File: config.mk
export PLATFORM = sky130hd
export DESIGN_NAME = midpoint_ellipse_rasterizer
export DESIGN_NICKNAME = d
export VERILOG_FILES = /design/src/design/mer_pkg.sv /design/src/design/mer_ctrl.sv /design/src/design/mer_datapath.sv /design/src/design/midpoint_ellipse_rasterizer.sv
export SDC_FILE = /design/constraint.sdc
export NUM_CORES = 2
export LEC_CHECK = 0
export ABC_AREA = 1
export BUFFER_PORTS_ARGS = -buffer_cell sky130_fd_sc_hd__buf_2
export CAP_MARGIN = 10
export CORE_AREA = 8 8 298 517
export DETAILED_ROUTE_END_ITERATION = 10
export DIE_AREA = 0 0 306 525
export HOLD_SLACK_MARGIN = 0.02
export PLACE_DENSITY = 0.52
export SYNTH_ARGS = -nofsm -noshare
export SYNTH_HDL_FRONTEND = slang
export SYNTH_SLANG_ARGS = --single-unit
File: constraint.sdc
create_clock -name clk -period 8.43 [get_ports clk]
set_input_delay 0 -clock clk [delete_from_list [all_inputs] [get_ports clk]]
set_output_delay 0 -clock clk [all_outputs]
set_load 0.01 [all_outputs]
File: src/design/mer_pkg.sv
// ----------------------------------------------------------------------------
// mer_pkg
// shared widths, command and status types and operation codes of the
// midpoint ellipse rasterizer
// ----------------------------------------------------------------------------
`default_nettype none

package mer_pkg;

  localparam int COORD_BITS    = 12;
  localparam int RAD_BITS      = COORD_BITS - 1;
  localparam int SQ_BITS       = 2 * RAD_BITS;
  localparam int MOP_BITS      = 2 * COORD_BITS;
  localparam int PROD_BITS     = 2 * MOP_BITS;
  localparam int DEC_BITS      = 48;
  localparam int IN_DATA_BITS  = ((4 * COORD_BITS + 7) / 8) * 8;
  localparam int OUT_DATA_BITS = ((8 * COORD_BITS + 7) / 8) * 8;

  typedef logic [COORD_BITS-1:0] coord_t;

  // input word kinds
  localparam logic OP_START = 1'b0;
  localparam logic OP_STEP  = 1'b1;

  // multiplier operand selection
  typedef logic [3:0] mul_sel_t;
  localparam mul_sel_t MS_NONE      = 4'd0;
  localparam mul_sel_t MS_RXRX      = 4'd1;
  localparam mul_sel_t MS_RYRY      = 4'd2;
  localparam mul_sel_t MS_RXSQ_Y    = 4'd3;
  localparam mul_sel_t MS_RYSQ_X    = 4'd4;
  localparam mul_sel_t MS_ODD_SQ    = 4'd5;
  localparam mul_sel_t MS_RYSQ_P    = 4'd6;
  localparam mul_sel_t MS_YM1_SQ    = 4'd7;
  localparam mul_sel_t MS_RXSQ_P    = 4'd8;
  localparam mul_sel_t MS_RXSQ_RYSQ = 4'd9;

  // what to do with the registered product
  typedef logic [3:0] acc_op_t;
  localparam acc_op_t AC_NONE  = 4'd0;
  localparam acc_op_t AC_RXSQ  = 4'd1;
  localparam acc_op_t AC_RYSQ  = 4'd2;
  localparam acc_op_t AC_PA    = 4'd3;
  localparam acc_op_t AC_DINIT = 4'd4;
  localparam acc_op_t AC_STEP  = 4'd5;
  localparam acc_op_t AC_DSET  = 4'd6;
  localparam acc_op_t AC_DADD4 = 4'd7;
  localparam acc_op_t AC_DSUB4 = 4'd8;

  typedef struct packed {
    logic     load;
    logic     step;
    logic     emit;
    logic     idle_pt;
    mul_sel_t mul_sel;
    acc_op_t  acc;
  } mer_cmd_t;

  typedef struct packed {
    logic cur_y_zero;
    logic ge;
    logic region2;
    logic active;
    logic out_free;
  } mer_status_t;

endpackage

`default_nettype wire

File: src/design/mer_ctrl.sv
// ----------------------------------------------------------------------------
// mer_ctrl
// sequencer: walks setup, step and region-two entry through the shared
// multiplier and hands the result to the output register
// ----------------------------------------------------------------------------
`default_nettype none

module mer_ctrl (
  input  wire logic                clk,
  input  wire logic                rst_n,
  input  wire logic                in_valid,
  input  wire logic                in_op,
  output logic                     in_ready,
  input  wire mer_pkg::mer_status_t status,
  output mer_pkg::mer_cmd_t        cmd
);
  import mer_pkg::*;

  localparam logic [3:0] ST_IDLE  = 4'd0;
  localparam logic [3:0] ST_SQX   = 4'd1;
  localparam logic [3:0] ST_SQY   = 4'd2;
  localparam logic [3:0] ST_RXY   = 4'd3;
  localparam logic [3:0] ST_SINIT = 4'd4;
  localparam logic [3:0] ST_MX    = 4'd5;
  localparam logic [3:0] ST_MY    = 4'd6;
  localparam logic [3:0] ST_UPD   = 4'd7;
  localparam logic [3:0] ST_E0    = 4'd8;
  localparam logic [3:0] ST_E1    = 4'd9;
  localparam logic [3:0] ST_E2    = 4'd10;
  localparam logic [3:0] ST_E3    = 4'd11;
  localparam logic [3:0] ST_E4    = 4'd12;
  localparam logic [3:0] ST_E5    = 4'd13;
  localparam logic [3:0] ST_EMIT  = 4'd14;

  logic [3:0] state_r, state_nxt;
  logic       idle_pt_r, idle_pt_nxt;

  assign in_ready = (state_r == ST_IDLE);

  always_comb begin
    state_nxt   = state_r;
    idle_pt_nxt = idle_pt_r;
    cmd         = '0;
    cmd.mul_sel = MS_NONE;
    cmd.acc     = AC_NONE;
    case (state_r)
      ST_IDLE: begin
        if (in_valid) begin
          idle_pt_nxt = 1'b0;
          if (in_op == OP_START) begin
            cmd.load  = 1'b1;
            state_nxt = ST_SQX;
          end else if (status.active) begin
            cmd.step  = 1'b1;
            state_nxt = ST_MX;
          end else begin
            idle_pt_nxt = 1'b1;
            state_nxt   = ST_EMIT;
          end
        end
      end
      ST_SQX: begin
        cmd.mul_sel = MS_RXRX;
        state_nxt   = ST_SQY;
      end
      ST_SQY: begin
        cmd.mul_sel = MS_RYRY;
        cmd.acc     = AC_RXSQ;
        state_nxt   = ST_RXY;
      end
      ST_RXY: begin
        cmd.mul_sel = MS_RXSQ_Y;
        cmd.acc     = AC_RYSQ;
        state_nxt   = ST_SINIT;
      end
      ST_SINIT: begin
        cmd.acc = AC_DINIT;
        if (!status.cur_y_zero && status.ge) begin
          state_nxt = ST_E0;
        end else begin
          state_nxt = ST_EMIT;
        end
      end
      ST_MX: begin
        cmd.mul_sel = MS_RYSQ_X;
        state_nxt   = ST_MY;
      end
      ST_MY: begin
        cmd.mul_sel = MS_RXSQ_Y;
        cmd.acc     = AC_PA;
        state_nxt   = ST_UPD;
      end
      ST_UPD: begin
        cmd.acc = AC_STEP;
        // region one turns over once ry^2*x no longer below rx^2*y
        if (!status.region2 && !status.cur_y_zero && status.ge) begin
          state_nxt = ST_E0;
        end else begin
          state_nxt = ST_EMIT;
        end
      end
      ST_E0: begin
        cmd.mul_sel = MS_ODD_SQ;
        state_nxt   = ST_E1;
      end
      ST_E1: begin
        cmd.mul_sel = MS_RYSQ_P;
        state_nxt   = ST_E2;
      end
      ST_E2: begin
        cmd.mul_sel = MS_YM1_SQ;
        cmd.acc     = AC_DSET;
        state_nxt   = ST_E3;
      end
      ST_E3: begin
        cmd.mul_sel = MS_RXSQ_P;
        state_nxt   = ST_E4;
      end
      ST_E4: begin
        cmd.mul_sel = MS_RXSQ_RYSQ;
        cmd.acc     = AC_DADD4;
        state_nxt   = ST_E5;
      end
      ST_E5: begin
        cmd.acc   = AC_DSUB4;
        state_nxt = ST_EMIT;
      end
      ST_EMIT: begin
        if (status.out_free) begin
          cmd.emit    = 1'b1;
          cmd.idle_pt = idle_pt_r;
          state_nxt   = ST_IDLE;
        end
      end
      default: begin
        state_nxt = ST_IDLE;
      end
    endcase
  end

  always_ff @(posedge clk) begin
    if (!rst_n) begin
      state_r   <= ST_IDLE;
      idle_pt_r <= 1'b0;
    end else begin
      state_r   <= state_nxt;
      idle_pt_r <= idle_pt_nxt;
    end
  end

endmodule

`default_nettype wire

File: src/design/mer_datapath.sv
// ----------------------------------------------------------------------------
// mer_datapath
// ellipse state, shared multiplier with registered product, decision
// accumulator and the result register
// ----------------------------------------------------------------------------
`default_nettype none

module mer_datapath (
  input  wire logic                 clk,
  input  wire logic                 rst_n,
  input  wire mer_pkg::mer_cmd_t    cmd,
  output mer_pkg::mer_status_t      status,
  input  wire mer_pkg::coord_t      corner_a_x,
  input  wire mer_pkg::coord_t      corner_a_y,
  input  wire mer_pkg::coord_t      corner_b_x,
  input  wire mer_pkg::coord_t      corner_b_y,
  input  wire logic                 out_ready,
  output logic                      out_valid,
  output mer_pkg::coord_t           p0_x,
  output mer_pkg::coord_t           p0_y,
  output mer_pkg::coord_t           p1_x,
  output mer_pkg::coord_t           p1_y,
  output mer_pkg::coord_t           p2_x,
  output mer_pkg::coord_t           p2_y,
  output mer_pkg::coord_t           p3_x,
  output mer_pkg::coord_t           p3_y,
  output logic                      last,
  output logic                      idle
);
  import mer_pkg::*;

  coord_t                cx_r, cx_nxt, cy_r, cy_nxt;
  logic [RAD_BITS-1:0]   rx_r, rx_nxt;
  logic [RAD_BITS-1:0]   cur_x_r, cur_x_nxt, cur_y_r, cur_y_nxt;
  logic [SQ_BITS-1:0]    rxsq_r, rxsq_nxt, rysq_r, rysq_nxt;
  logic [PROD_BITS-1:0]  prod_r, prod_nxt, pa_r, pa_nxt;
  logic [DEC_BITS-1:0]   dec_r, dec_nxt;
  logic                  moved_r, moved_nxt;
  logic                  region2_r, region2_nxt;
  logic                  active_r, active_nxt;
  logic                  out_valid_r, out_valid_nxt;

  logic [MOP_BITS-1:0]   op_a, op_b;
  logic [COORD_BITS-1:0] dx, dy;
  logic [COORD_BITS:0]   sum_x, sum_y;
  logic [DEC_BITS-1:0]   prod_d, pa_d, rxsq_d, rysq_d;
  logic                  step_move;
  logic                  cur_y_zero;
  coord_t                px, nx, py, ny;

  coord_t p0_x_r, p0_y_r, p1_x_r, p1_y_r, p2_x_r, p2_y_r, p3_x_r, p3_y_r;
  logic   last_r, idle_r;

  assign cur_y_zero = (cur_y_r == '0);

  assign status.cur_y_zero = cur_y_zero;
  assign status.ge         = !(pa_r < prod_r);
  assign status.region2    = region2_r;
  assign status.active     = active_r;
  assign status.out_free   = !out_valid_r || out_ready;

  // shared multiplier
  always_comb begin
    op_a = '0;
    op_b = '0;
    case (cmd.mul_sel)
      MS_RXRX: begin
        op_a = MOP_BITS'(rx_r);
        op_b = MOP_BITS'(rx_r);
      end
      MS_RYRY: begin
        op_a = MOP_BITS'(cur_y_r);
        op_b = MOP_BITS'(cur_y_r);
      end
      MS_RXSQ_Y: begin
        op_a = MOP_BITS'(rxsq_r);
        op_b = MOP_BITS'(cur_y_r);
      end
      MS_RYSQ_X: begin
        op_a = MOP_BITS'(rysq_r);
        op_b = MOP_BITS'(cur_x_r);
      end
      MS_ODD_SQ: begin
        op_a = MOP_BITS'({cur_x_r, 1'b1});
        op_b = MOP_BITS'({cur_x_r, 1'b1});
      end
      MS_RYSQ_P: begin
        op_a = MOP_BITS'(rysq_r);
        op_b = prod_r[MOP_BITS-1:0];
      end
      MS_YM1_SQ: begin
        op_a = MOP_BITS'(cur_y_r - 1'b1);
        op_b = MOP_BITS'(cur_y_r - 1'b1);
      end
      MS_RXSQ_P: begin
        op_a = MOP_BITS'(rxsq_r);
        op_b = prod_r[MOP_BITS-1:0];
      end
      MS_RXSQ_RYSQ: begin
        op_a = MOP_BITS'(rxsq_r);
        op_b = MOP_BITS'(rysq_r);
      end
      default: begin
        op_a = '0;
        op_b = '0;
      end
    endcase
  end

  assign prod_nxt = op_a * op_b;

  assign dx    = (corner_a_x > corner_b_x) ? corner_a_x - corner_b_x
                                           : corner_b_x - corner_a_x;
  assign dy    = (corner_a_y > corner_b_y) ? corner_a_y - corner_b_y
                                           : corner_b_y - corner_a_y;
  assign sum_x = {1'b0, corner_a_x} + {1'b0, corner_b_x};
  assign sum_y = {1'b0, corner_a_y} + {1'b0, corner_b_y};

  assign prod_d = DEC_BITS'(prod_r);
  assign pa_d   = DEC_BITS'(pa_r);
  assign rxsq_d = DEC_BITS'(rxsq_r);
  assign rysq_d = DEC_BITS'(rysq_r);

  // region one moves down when the decision is not negative,
  // region two moves across when it is not positive
  assign step_move = region2_r ? (dec_r[DEC_BITS-1] || (dec_r == '0))
                               : !dec_r[DEC_BITS-1];

  always_comb begin
    cx_nxt      = cx_r;
    cy_nxt      = cy_r;
    rx_nxt      = rx_r;
    cur_x_nxt   = cur_x_r;
    cur_y_nxt   = cur_y_r;
    rxsq_nxt    = rxsq_r;
    rysq_nxt    = rysq_r;
    pa_nxt      = pa_r;
    dec_nxt     = dec_r;
    moved_nxt   = moved_r;
    region2_nxt = region2_r;
    active_nxt  = active_r;

    if (cmd.load) begin
      cx_nxt      = sum_x[COORD_BITS:1];
      cy_nxt      = sum_y[COORD_BITS:1];
      rx_nxt      = dx[COORD_BITS-1:1];
      cur_x_nxt   = '0;
      cur_y_nxt   = dy[COORD_BITS-1:1];
      pa_nxt      = '0;
      region2_nxt = 1'b0;
      active_nxt  = 1'b1;
    end

    if (cmd.step) begin
      moved_nxt = step_move;
      if (!region2_r) begin
        cur_x_nxt = cur_x_r + 1'b1;
        if (step_move) begin
          cur_y_nxt = cur_y_r - 1'b1;
        end
      end else begin
        cur_y_nxt = cur_y_r - 1'b1;
        if (step_move) begin
          cur_x_nxt = cur_x_r + 1'b1;
        end
      end
    end

    // pa holds ry^2*x and prod holds rx^2*y during the step update
    case (cmd.acc)
      AC_RXSQ:  rxsq_nxt = prod_r[SQ_BITS-1:0];
      AC_RYSQ:  rysq_nxt = prod_r[SQ_BITS-1:0];
      AC_PA:    pa_nxt   = prod_r;
      AC_DINIT: dec_nxt  = (rysq_d << 2) - (prod_d << 2) + rxsq_d;
      AC_STEP: begin
        if (!region2_r) begin
          dec_nxt = dec_r + (pa_d << 3) + (rysq_d << 2)
                    - (moved_r ? (prod_d << 3) : '0);
        end else begin
          dec_nxt = dec_r + (rxsq_d << 2) - (prod_d << 3)
                    + (moved_r ? (pa_d << 3) : '0);
        end
      end
      AC_DSET:  dec_nxt = prod_d;
      AC_DADD4: dec_nxt = dec_r + (prod_d << 2);
      AC_DSUB4: begin
        dec_nxt     = dec_r - (prod_d << 2);
        region2_nxt = 1'b1;
      end
      default: begin
        dec_nxt = dec_r;
      end
    endcase

    if (cmd.emit && !cmd.idle_pt && cur_y_zero) begin
      active_nxt = 1'b0;
    end
  end

  // mirrored pixels
  assign px = cx_r + COORD_BITS'(cur_x_r);
  assign nx = cx_r - COORD_BITS'(cur_x_r);
  assign py = cy_r + COORD_BITS'(cur_y_r);
  assign ny = cy_r - COORD_BITS'(cur_y_r);

  assign out_valid_nxt = cmd.emit ? 1'b1 : (out_ready ? 1'b0 : out_valid_r);

  always_ff @(posedge clk) begin
    if (!rst_n) begin
      region2_r   <= 1'b0;
      active_r    <= 1'b0;
      out_valid_r <= 1'b0;
    end else begin
      region2_r   <= region2_nxt;
      active_r    <= active_nxt;
      out_valid_r <= out_valid_nxt;
    end
  end

  always_ff @(posedge clk) begin
    cx_r    <= cx_nxt;
    cy_r    <= cy_nxt;
    rx_r    <= rx_nxt;
    cur_x_r <= cur_x_nxt;
    cur_y_r <= cur_y_nxt;
    rxsq_r  <= rxsq_nxt;
    rysq_r  <= rysq_nxt;
    prod_r  <= prod_nxt;
    pa_r    <= pa_nxt;
    dec_r   <= dec_nxt;
    moved_r <= moved_nxt;
    if (cmd.emit) begin
      p0_x_r <= cmd.idle_pt ? '0 : px;
      p0_y_r <= cmd.idle_pt ? '0 : py;
      p1_x_r <= cmd.idle_pt ? '0 : px;
      p1_y_r <= cmd.idle_pt ? '0 : ny;
      p2_x_r <= cmd.idle_pt ? '0 : nx;
      p2_y_r <= cmd.idle_pt ? '0 : ny;
      p3_x_r <= cmd.idle_pt ? '0 : nx;
      p3_y_r <= cmd.idle_pt ? '0 : py;
      last_r <= !cmd.idle_pt && cur_y_zero;
      idle_r <= cmd.idle_pt;
    end
  end

  assign out_valid = out_valid_r;
  assign p0_x      = p0_x_r;
  assign p0_y      = p0_y_r;
  assign p1_x      = p1_x_r;
  assign p1_y      = p1_y_r;
  assign p2_x      = p2_x_r;
  assign p2_y      = p2_y_r;
  assign p3_x      = p3_x_r;
  assign p3_y      = p3_y_r;
  assign last      = last_r;
  assign idle      = idle_r;

endmodule

`default_nettype wire

File: src/design/midpoint_ellipse_rasterizer.sv
// ----------------------------------------------------------------------------
// midpoint_ellipse_rasterizer
// midpoint ellipse rasterizer with stream ports, one result word per input word
// ----------------------------------------------------------------------------
// A start word (in_tuser low) takes two bounding-box corners, sets up the
// ellipse and returns the four points at (0, ry); every step word (in_tuser
// high) advances the midpoint walk by one pixel and returns four mirrored
// pixels, with out_tlast marking the last one and out_tuser set when a step
// arrives with no ellipse running. All products go through one shared
// 24x24 multiplier with a registered product, so a start word, a step word
// and a word that switches the walk into the second region each run through
// a sequence of multiplier states, while a step with no ellipse running goes
// straight to the output. A finished result waits in the output register,
// so the next word is taken while it is still held.
`default_nettype none

module midpoint_ellipse_rasterizer (
  input  wire logic                              clk,
  input  wire logic                              rst_n,
  input  wire logic                              in_tvalid,
  output logic                                   in_tready,
  // corner_a_x, corner_a_y, corner_b_x, corner_b_y
  input  wire logic [mer_pkg::IN_DATA_BITS-1:0]  in_tdata,
  // operation
  input  wire logic                              in_tuser,
  output logic                                   out_tvalid,
  input  wire logic                              out_tready,
  // p0_x, p0_y, p1_x, p1_y, p2_x, p2_y, p3_x, p3_y
  output logic [mer_pkg::OUT_DATA_BITS-1:0]      out_tdata,
  // idle
  output logic                                   out_tuser,
  output logic                                   out_tlast
);
  import mer_pkg::*;

  mer_cmd_t    cmd;
  mer_status_t status;
  coord_t      p0_x, p0_y, p1_x, p1_y, p2_x, p2_y, p3_x, p3_y;

  mer_ctrl u_ctrl (
    .clk      (clk),
    .rst_n    (rst_n),
    .in_valid (in_tvalid),
    .in_op    (in_tuser),
    .in_ready (in_tready),
    .status   (status),
    .cmd      (cmd)
  );

  mer_datapath u_dp (
    .clk        (clk),
    .rst_n      (rst_n),
    .cmd        (cmd),
    .status     (status),
    .corner_a_x (in_tdata[COORD_BITS-1:0]),
    .corner_a_y (in_tdata[2*COORD_BITS-1:COORD_BITS]),
    .corner_b_x (in_tdata[3*COORD_BITS-1:2*COORD_BITS]),
    .corner_b_y (in_tdata[4*COORD_BITS-1:3*COORD_BITS]),
    .out_ready  (out_tready),
    .out_valid  (out_tvalid),
    .p0_x       (p0_x),
    .p0_y       (p0_y),
    .p1_x       (p1_x),
    .p1_y       (p1_y),
    .p2_x       (p2_x),
    .p2_y       (p2_y),
    .p3_x       (p3_x),
    .p3_y       (p3_y),
    .last       (out_tlast),
    .idle       (out_tuser)
  );

  assign out_tdata = OUT_DATA_BITS'({p3_y, p3_x, p2_y, p2_x, p1_y, p1_x, p0_y, p0_x});

endmodule

`default_nettype wire
==> key figures <==
CTS
  – Root buffer cell: clkbuf_16
  – Skew-Pair Late Insertion Delay: slightly above 0.6 ns
  – CTS sink cnt: 302
  – Reg clk slew, reported paths: around 0.070 ns
  – TritonCTS clock tree: yes
  – CTS Buffer Depth: 3
  – Htree depth: 2
  – CTS Buf Count: 36

Synth
  – Sequential-to-total area share from yosys stat: between 10% and 20%
  – Largest family of logic cells by synthesized area: adder cells
  – Synth Area in Compound Gates: 11.5%
  – Yosys top cell area share: 23.3%
  – Adder-cell share of the synthesized area: a little over a third
  – Post-synth EDFFs: ~220
  – Ys flop type: edfxtp_1
  – Unique masters post-synth: 62
  – Cell taking the most area after synthesis: fa_1
  – Mean post-synth cell area: roughly 7.3 um^2
  – Post-synthesis xor/xnor area fraction: roughly 3.0%
  – Syn. warnings: 0
  – Synthesized flop and latch total: between 300 and 400
  – Post-Synthesis Net Count: approximately 8.9k
  – Post-synthesis mux area share: 0.0971%
  – Syn Std Cell Area: about 55000 um^2
  – Synth Area in Simple Gates: about a fifth
  – Leading post-synthesis cells by cell area: fa_1, ha_1, edfxtp_1, inv_1, nand2_1
  – Mapped Cells: 7629
  – Post-synthesis async set-or-reset flop share: 0%

Status
  – Violated checks: DRC
  – Status: finished, violations left

Setup path
  – Crit Path Max Fanout: 14
  – Crit path largest cell delay: about 0.6 ns
  – CP endpoint kind: register
  – CP dominant cell by count: fa_1
  – Worst EP required: roughly 8.9 ns
  – Crit Path Class: reg2reg
  – CP max stage cell: fa_1
  – WP data arrival: around 8.6 ns
  – Reg2reg path depth: 31
  – Startpoint types: register

Floorplanning
  – I/O pins: approximately 150
  – Die area: 161000 um^2
  – Core area: between 100000 and 150000 um^2
  – Die Ht: between 500 and 600 um
  – Initial Util: approximately 38%
  – Width of the die: around 300 um
  – FP Rows: 187

STA
  – Slew @ Worst Pin: between 1 and 1.5 ns
  – Rel. slew slack: roughly 16%
  – Final setup viols: 0
  – Smallest hold slack: 0.0381 ns
  – Fmax achieved: roughly 0.12 GHz
  – Fin crit period: 8.07 ns
  – Final Cycle Share: 95.8%
  – Clock Skew: just under 0.03 ns
  – Final setup margin: about 0.36 ns
  – Slew Viols, Final: 0
  – Final hold viol count: 0

Cells and area
  – Post-Layout Inst Area: a little over 60000 um^2
  – Util after Layout: between 40% and 50%
  – Final #Nets: roughly 9.2k
  – Area Overhead vs Synth: 11.8%
  – Layout cells sized above 1: under 10%
  – Final non-filler cell total: slightly below 10k

Power and ir drop
  – Leakage: approximately 31 nW
  – VDD IR max: 0.344 mV
  – PD cells: 428 nW/um^2

Detailed routing
  – Total wire length: ~260000 um
  – # DRC: 2
  – Initial drt markers: approximately 3.2k
  – First drt pass iteration count: 11
  – Antenna viol nets, final: 0
  – Vias per std cell: around 5.4
  – Wire per inst: 26.7 um
  – Vias: 53.0k

Global routing
  – Total grt overflow: 0
  – Number of global-route vias before repair: ~56k
  – First-pass GRT wire length: 376000 um
  – Largest net degree at the start of global routing: 54
  – GRT Total Usage: roughly a third
  – Initial antenna violation count: 3

Worst hold path
  – Hold WC Path Type: in2reg
  – WHS Path Cells: 3

Place
  – Area post-placement: approximately 60000 um^2
  – Port-buffer cells: between 150 and 200
  – Placed cell count: 9772
  – Pre-CTS setup slack: -0.134 ns
  – DPL Wire Length: 226000 um
  – GPL Wtd Cong: between 1 and 1.5

Run
  – Max Cap Viol: 0
flip-flops by register name, summed over array words and instances, names as in the netlist, 11 cells and up:
name	flops
u_dp.p1_x	11
u_dp.p3_y	12
u_dp.cy_r	12
u_dp.dec_r	48
u_dp.rx_r	11
u_dp.rxsq_r	22
u_dp.cur_x_r	11
u_dp.pa_d	48
u_dp.p2_y	11
u_dp.p3_x	12
u_dp.cur_y_r	11
u_dp.rysq_r	22
u_dp.prod_d	48
u_dp.cx_r	12
power breakdown:
part	switching (mW)	internal [mW]	leakage, nW
Combinational	15.6	6.51	28.0
Sequential	0.432	2.16	2.70
Clock	0.795	1.01	0.641
final timing paths:
| kind | endpoint | start | slack (ns) |
|---|---|---|---|
| max | u_dp.prod_d[28]$_DFF_P_ | u_ctrl.state_r[1]$_SDFFE_PN0P_ | 0.36 |
| min reg2reg | u_dp.cur_x_r[10]$_DFF_P_ | u_dp.cur_x_r[10]$_DFF_P_ | 0.51 |
| max reg2reg | u_dp.prod_d[28]$_DFF_P_ | u_ctrl.state_r[1]$_SDFFE_PN0P_ | 0.36 |
| min | u_dp.rx_r[0]$_DFFE_PP_ | in_tdata[1] | 0.04 |
cell type report:
type | instances | area [um^2]
clock buffer | 41 | 972
multi-input combinational | 5385 | 39800
fill | 15500 | 85200
antenna | 3 | 7.51
tap | 1890 | 2360
clock inverter | 24 | 310
inverter | 1717 | 6460
timing repair buffer | 506 | 3750
sequential | 302 | 8290
timing repair:
| action | CTS | global route |
|---|---|---|
| gates resized for setup | 2 | 50 |
| endpoints found under the hold margin | 18 | 0 |
| buffers inserted | 0 | 9 |
| hold buffers | 18 | 0 |
| pin swaps | 0 | 4 |
| gates cloned | 0 | 1 |
| setup endpoints to repair | 4 | 28 |
synth_stat cells (78+ instances only):
master / count
ha_1: 551
inv_1: 1692
dfxtp_1: 78
fa_1: 644
nand2_1: 1526
edfxtp_1: 224
nor3_1: 85
clkbuf_1: 127
xor2_1: 161
o21ai_0: 379
nor2_1: 760
a21oi_1: 516
nand3_1: 294
through the flow:
stage | total power, mW | setup TNS, ns
final | 26.5 | 0
after floorplan | 15.0 | 0
after CTS | 25.9 | 0
after global routing | 28.1 | -0.0477
after global placement | 23.9 | -0.215
after detailed placement | 24.0 | -0.144
metal layers:
| metal | vias to the layer above | track usage [%] | share of wire, % |
|---|---|---|---|
| met2 | 1910 | 60.9 | 53 |
| li1 | 24500 | - | - |
| met4 | 0 | 31.4 | 12 |
| met3 | 923 | 3.44 | 4.0 |
| met5 | - | 0 | 0 |
| met1 | 25700 | 28.4 | 31 |
placed cells by master, fill, tap and decap left out, types with 12 or more instances in the layout:
master / count
inv_1: 1688
nand2_1: 1521
nor2_1: 747
fa_1: 643
ha_1: 549
a21oi_1: 512
o21ai_0: 372
buf_4: 312
nand3_1: 294
edfxtp_1: 224
xor2_1: 160
buf_2: 152
nor3_1: 80
nand4_1: 76
dfxtp_1: 76
clkbuf_16: 39
nor4_1: 36
a21o_1: 34
o21bai_1: 33
a31oi_1: 31
xnor2_1: 30
o22ai_1: 28
or2_2: 24
o211ai_1: 21
o21a_1: 21
buf_12: 20
o2111ai_1: 18
dlygate4sd3_1: 18
nand3b_1: 15
clkinv_1: 13
nor2_2: 12
o221ai_1: 12
worst max-delay path: cells and delay by family, from the launching register on:
kind	cells	cell delay, ns
DFF	1	0.42
xor gates and xnor gates	1	0.25
adders and majority gates	8	4.00
and+or+nand+nor	4	0.47
buffers and inverters	11	1.55
AOI/OAI and AO/OA	7	1.27
cells by family after synthesis:
group | after synthesis
xor+xnor | 192
simple gates | 2846
mux | 5
buf+inv | 1942
flops | 302
fa+ha+maj | 1195
compound gates | 1147
(Power assumes the default switching activity.)
